$ cat src/design/triangle_unit_normal_defines.svh
// -----------------------------------------------------------------------------
// triangle_unit_normal_defines
// Assertion macros of the unit normal pipeline.
// -----------------------------------------------------------------------------
`ifndef TRIANGLE_UNIT_NORMAL_DEFINES_SVH
`define TRIANGLE_UNIT_NORMAL_DEFINES_SVH

`ifndef SYNTHESIS
`define TUN_ASSERT(name, prop) \
    name: assert property (@(posedge clk) disable iff (!rst_n) prop) \
        else $error("triangle_unit_normal: check failed");
`define TUN_ASSERT_NEVER(name, cond) \
    name: assert property (@(posedge clk) disable iff (!rst_n) !(cond)) \
        else $error("triangle_unit_normal: forbidden condition");
`else
`define TUN_ASSERT(name, prop)
`define TUN_ASSERT_NEVER(name, cond)
`endif

`endif

$ cat src/design/tun_pkg.sv
// -----------------------------------------------------------------------------
// tun_pkg
// Shared constants and types of the unit normal pipeline.
// -----------------------------------------------------------------------------
package tun_pkg;

    // largest normalized magnitude lies in [2^(NORM_TOP-1), 2^NORM_TOP)
    localparam int NORM_TOP  = 30;
    localparam int ROOT_BITS = NORM_TOP + 1;
    localparam int SUM_BITS  = 2 * ROOT_BITS;

    typedef logic [NORM_TOP-1:0] umag_t;

    // sign of each component and zero-normal flag, carried along the pipe
    typedef struct packed {
        logic [2:0] neg;
        logic       deg;
    } sgn_t;

endpackage

$ cat src/design/tun_isqrt.sv
// -----------------------------------------------------------------------------
// tun_isqrt
// Pipelined integer square root, one root bit per stage.
// -----------------------------------------------------------------------------
module tun_isqrt #(
    parameter int SW = 4
) (
    input  logic                          clk,
    input  logic                          rst_n,
    input  logic                          adv,
    input  logic                          in_vld,
    input  logic [tun_pkg::SUM_BITS-1:0]  sum,
    input  logic [SW-1:0]                 in_side,
    output logic                          out_vld,
    output logic [tun_pkg::ROOT_BITS-1:0] root,
    output logic [SW-1:0]                 out_side
);

    localparam int RB = tun_pkg::ROOT_BITS;
    localparam int SB = tun_pkg::SUM_BITS;

    logic [SB-1:0] rem_in [RB];
    logic [SB-1:0] rem_reg [RB];
    logic [RB-1:0] root_in [RB];
    logic [RB-1:0] root_reg [RB];
    logic [SW-1:0] side_in [RB];
    logic [SW-1:0] side_reg [RB];
    logic          vld_in [RB];
    logic          vld_reg [RB];

    always_comb
    begin
        rem_in[0]  = sum;
        root_in[0] = '0;
        side_in[0] = in_side;
        vld_in[0]  = in_vld;
        for (int g = 1; g < RB; g++)
        begin
            rem_in[g]  = rem_reg[g-1];
            root_in[g] = root_reg[g-1];
            side_in[g] = side_reg[g-1];
            vld_in[g]  = vld_reg[g-1];
        end
    end

    for (genvar g = 0; g < RB; g++)
    begin : g_stage
        localparam int K = RB - 1 - g;
        logic [SB-1:0] trial;
        logic          ge;

        // root bits sit above K, so the two terms never overlap
        assign trial = (SB'(root_in[g]) << (K + 1)) | (SB'(1) << (2 * K));
        assign ge    = (rem_in[g] >= trial);

        always_ff @(posedge clk or negedge rst_n)
        begin
            if (!rst_n)
            begin
                vld_reg[g] <= 1'b0;
            end
            else if (adv)
            begin
                vld_reg[g] <= vld_in[g];
            end
        end

        always_ff @(posedge clk)
        begin
            if (adv)
            begin
                rem_reg[g]  <= ge ? rem_in[g] - trial : rem_in[g];
                root_reg[g] <= root_in[g] | (ge ? (RB'(1) << K) : '0);
                side_reg[g] <= side_in[g];
            end
        end
    end

    assign out_vld  = vld_reg[RB-1];
    assign root     = root_reg[RB-1];
    assign out_side = side_reg[RB-1];

endmodule

$ cat config.mk
export PLATFORM = sky130hd
export DESIGN_NAME = tun_isqrt
export DESIGN_NICKNAME = d
export VERILOG_FILES = /design/src/design/triangle_unit_normal_defines.svh /design/src/design/tun_pkg.sv /design/src/design/tun_isqrt.sv
export SDC_FILE = /design/constraint.sdc
export NUM_CORES = 2
export LEC_CHECK = 0
export CAP_MARGIN = 30
export CORE_UTILIZATION = 45
export DETAILED_ROUTE_END_ITERATION = 8
export DONT_BUFFER_PORTS = 1
export HOLD_SLACK_MARGIN = 0.06
export PLACE_DENSITY_LB_ADDON = 0.2
export SLEW_MARGIN = 20
export SYNTH_ARGS = -nofsm -noshare
export SYNTH_HDL_FRONTEND = slang
export SYNTH_SLANG_ARGS = --single-unit
$ cat constraint.sdc
create_clock -name clk -period 5.2 [get_ports clk]
set_input_delay 1.04 -clock clk [delete_from_list [all_inputs] [get_ports clk]]
set_output_delay 1.04 -clock clk [all_outputs]
set_load 0.01 [all_outputs]
==> results.json <==
{
  "clk_pin_slew_ns": 0.07,
  "syn_avg_cell_area_sq_um": 12.8,
  "postLayoutCoreUtil": 0.505,
  "hp-class": "primary input to flop",
  "setup_viol": 0,
  "drt-pass1-iter-count": 8,
  "dieArea_sq_mm": 0.263,
  "total_power_mw": 58.7,
  "fin_crit_sh": 0.930,
  "finalWorstSetupSlack_ns": 0.362,
  "synth_compound_area_frac": 0.0877,
  "avgRoutedWirePerCell_um": 21.1,
  "status": "complete, no violations",
  "htreeDepth": 5,
  "maxSlewViolCount": 0,
  "whs_path_depth": 0,
  "grt_pass1_vias": 71000,
  "clockBufferDepth": 4,
  "setup_tns_ns": 0,
  "multi_input_area_sq_mm": 0.0392,
  "irDropWorstVdd_v": 0.000331,
  "die_h_um": 513,
  "synthMuxAreaShare": 0.0116,
  "drc": 0,
  "async_reset_ff_frac": 0.0123,
  "drt_iter0_drc": 5998,
  "synthFlopType": "edfxtp_1",
  "synth_top_family_by_area": "simple AND/OR/NAND/NOR gates",
  "end_kind": "flop",
  "yosys.area_share.simple": 0.116,
  "dp.cells": 12400,
  "hpwl_um": 202000,
  "grt_max_degree": 256,
  "dp_slack_ns": -0.726,
  "relSlewSlack": 0.170,
  "seq_area_frac_synth": 0.640,
  "root_buffer": "clkbuf_16",
  "antenna_left": 0,
  "fin_skew_ns": 0.0628,
  "r2r-start": "rem_reg[1][599]",
  "setup.worst_path.end": "root_reg[1][420]",
  "final_cell_mix": "edfxtp_1 (2480), inv_1 (659), nor2_1 (613)",
  "reg2reg_to": "rem_reg[1][666]",
  "cap_viol_max_count": 0,
  "antenna_found_initial": 13,
  "syn_area_sq_mm": 0.118,
  "timing_worst_setup_path_type": "primary input to flop",
  "cts_resized": 0,
  "final_common_cell": "edfxtp_1",
  "cts.sinks": 2511,
  "largest_reg_flops": 1860,
  "whs_ns": 0.249,
  "die_w_um": 513,
  "tightest_slew_ns": 1.24,
  "area_growth_syn_to_layout_pct": 11.5,
  "hold_start": "sum[40]",
  "crit_fanout": 135,
  "place_congestion": 0.917,
  "vias_per_cell": 5.59,
  "finalHoldViolCount": 0,
  "fmax_ghz": 0.207,
  "synth_edf_count": 2480,
  "cts_tree": "done",
  "post-cts-setup-buffers": 0,
  "leakagePower_nw": 48.6,
  "start_util": 0.453,
  "ys_warn_count": 0,
  "r2r_cells": 10,
  "grt_pass1_wl_um": 417000,
  "regArea_sq_mm": 0.0752,
  "layout.nets": 9927,
  "synthAdderAreaFrac": 0.0559,
  "fin_cells": 13000,
  "drive_above_1_share": 0.0679,
  "insertion_delay_ns": 0.88,
  "fillers": 22100,
  "port_buffers": 0,
  "start_kind": "primary input",
  "synthXorXnorAreaFrac": 0.0616,
  "cts_inserted_buffers": 280,
  "required_ns": 5.64,
  "grt_overflow_total": 0,
  "placed_cell_area_sq_mm": 0.122,
  "ys_types": 93,
  "syn-instance-count": 9165,
  "cp-startpoint": "adv",
  "power_density_mw_per_mm2": 448,
  "min_period_ns": 4.84,
  "rrSetupSlack_ns": 0.39,
  "via_count": 72400,
  "coreArea_sq_mm": 0.260,
  "rsz0062_at_grt": "false",
  "cp.arrival_ns": 5.28,
  "num_rows": 187,
  "ys_ff_latch": 2511,
  "syn_nets": 9760,
  "design_area_sq_mm": 0.131,
  "io-pin-count": 106,
  "track_usage": 0.203,
  "routed_wl_um": 273000
}
==> timing repair <==
item	4_1_cts	5_1_grt
endpoints found under the setup margin	0	115
endpoints found under the hold margin	31	0
hold buffers	2	0
==> where the power goes <==
group          switching, mW  total, mW  internal (mW)
Sequential              2.03       27.7           25.7
Clock                   7.99       19.4           11.4
Combinational           6.86       11.7           4.80
==> cell families (layout without fill, tap and decap cells) <==
logic type	Yosys count	count (layout)
flip-flops	2511	2511
multiplexers	123	123
buffers and inverters	853	1233
XOR/XNOR	827	827
AO/OA/AOI/OAI	1676	1676
adder cells (fa/ha/maj)	525	525
AND/OR/NAND/NOR	2650	2650
other	0	5
==> synthesized netlist by cell type (all sizes together), types with 9 or more instances <==
| cell | n | share of area |
|---|---|---|
| edfxtp | 2480 | 0.63 |
| inv | 661 | 0.021 |
| nor2 | 614 | 0.020 |
| nand2 | 564 | 0.018 |
| a21oi | 550 | 0.023 |
| ha | 525 | 0.056 |
| xnor2 | 427 | 0.032 |
| o21ai | 426 | 0.018 |
| xor2 | 400 | 0.030 |
| nor4 | 316 | 0.017 |
| nor3 | 259 | 0.011 |
| a21o | 199 | 0.013 |
| nand3 | 154 | 0.0066 |
| nand4 | 151 | 0.0080 |
| clkbuf | 146 | 0.0047 |
| mux2 | 108 | 0.010 |
| nand2b | 107 | 0.0057 |
| o21a | 104 | 0.0066 |
| or3 | 99 | 0.0053 |
| nor2b | 73 | 0.0039 |
| or4 | 59 | 0.0038 |
| a31oi | 56 | 0.0030 |
| nor4b | 55 | 0.0041 |
| o21bai | 54 | 0.0034 |
| buf | 45 | 0.0020 |
| or2 | 40 | 0.0021 |
| a211oi | 37 | 0.0024 |
| and3 | 36 | 0.0019 |
| o211ai | 36 | 0.0023 |
| o31ai | 33 | 0.0022 |
| dfrtp | 31 | 0.0066 |
| nand3b | 23 | 0.0015 |
| nand4b | 21 | 0.0016 |
| nor3b | 20 | 0.0013 |
| and4 | 19 | 0.0014 |
| a2111oi | 17 | 0.0013 |
| a21boi | 17 | 0.0011 |
| and2 | 17 | 0.00090 |
| mux2i | 15 | 0.0013 |
| a211o | 14 | 0.0010 |
| o2111ai | 13 | 0.0010 |
| o22ai | 13 | 0.00069 |
| o31a | 12 | 0.00089 |
| o311ai | 9 | 0.00073 |
| o41ai | 9 | 0.00067 |
==> worst min path at each step <==
| stage | endpoint |
|---|---|
| after global routing | rem_reg[0][41] |
| after detailed placement | side_reg[0][30] |
| after floorplan | side_reg[0][10] |
| final | rem_reg[0][40] |
| after CTS | rem_reg[0][40] |
| after global placement | side_reg[0][51] |
==> layout make-up <==
type | instances | share of cell area
Sequential cell | 2511 | 0.574
Multi-Input combinational cell | 5801 | 0.299
Clock buffer | 333 | 0.0555
Tap cell | 3402 | 0.0325
Inverter | 662 | 0.0190
Clock inverter | 162 | 0.0125
Timing Repair Buffer | 76 | 0.00728
Antenna cell | 5 | 0.0000954
==> critical path: stages <==
cell    delay [ns]
buf_16        0.34
buf_16        0.48
buf_16        0.45
buf_16        0.45
buf_16        0.50
buf_16        0.55
buf_16        0.48
==> routing by layer <==
metal / part of all wire / global-route usage / routed length, um / up-vias
met5: 0 / 0 / 0 / -
met4: 0.027 / 0.0561 / 7270 / 0
met3: 0.043 / 0.0245 / 11800 / 440
met2: 0.48 / 0.344 / 132000 / 1704
met1: 0.45 / 0.275 / 122000 / 35600
li1: - / - / - / 34700
No activity file was read; power rests on OpenSTA's default activity.
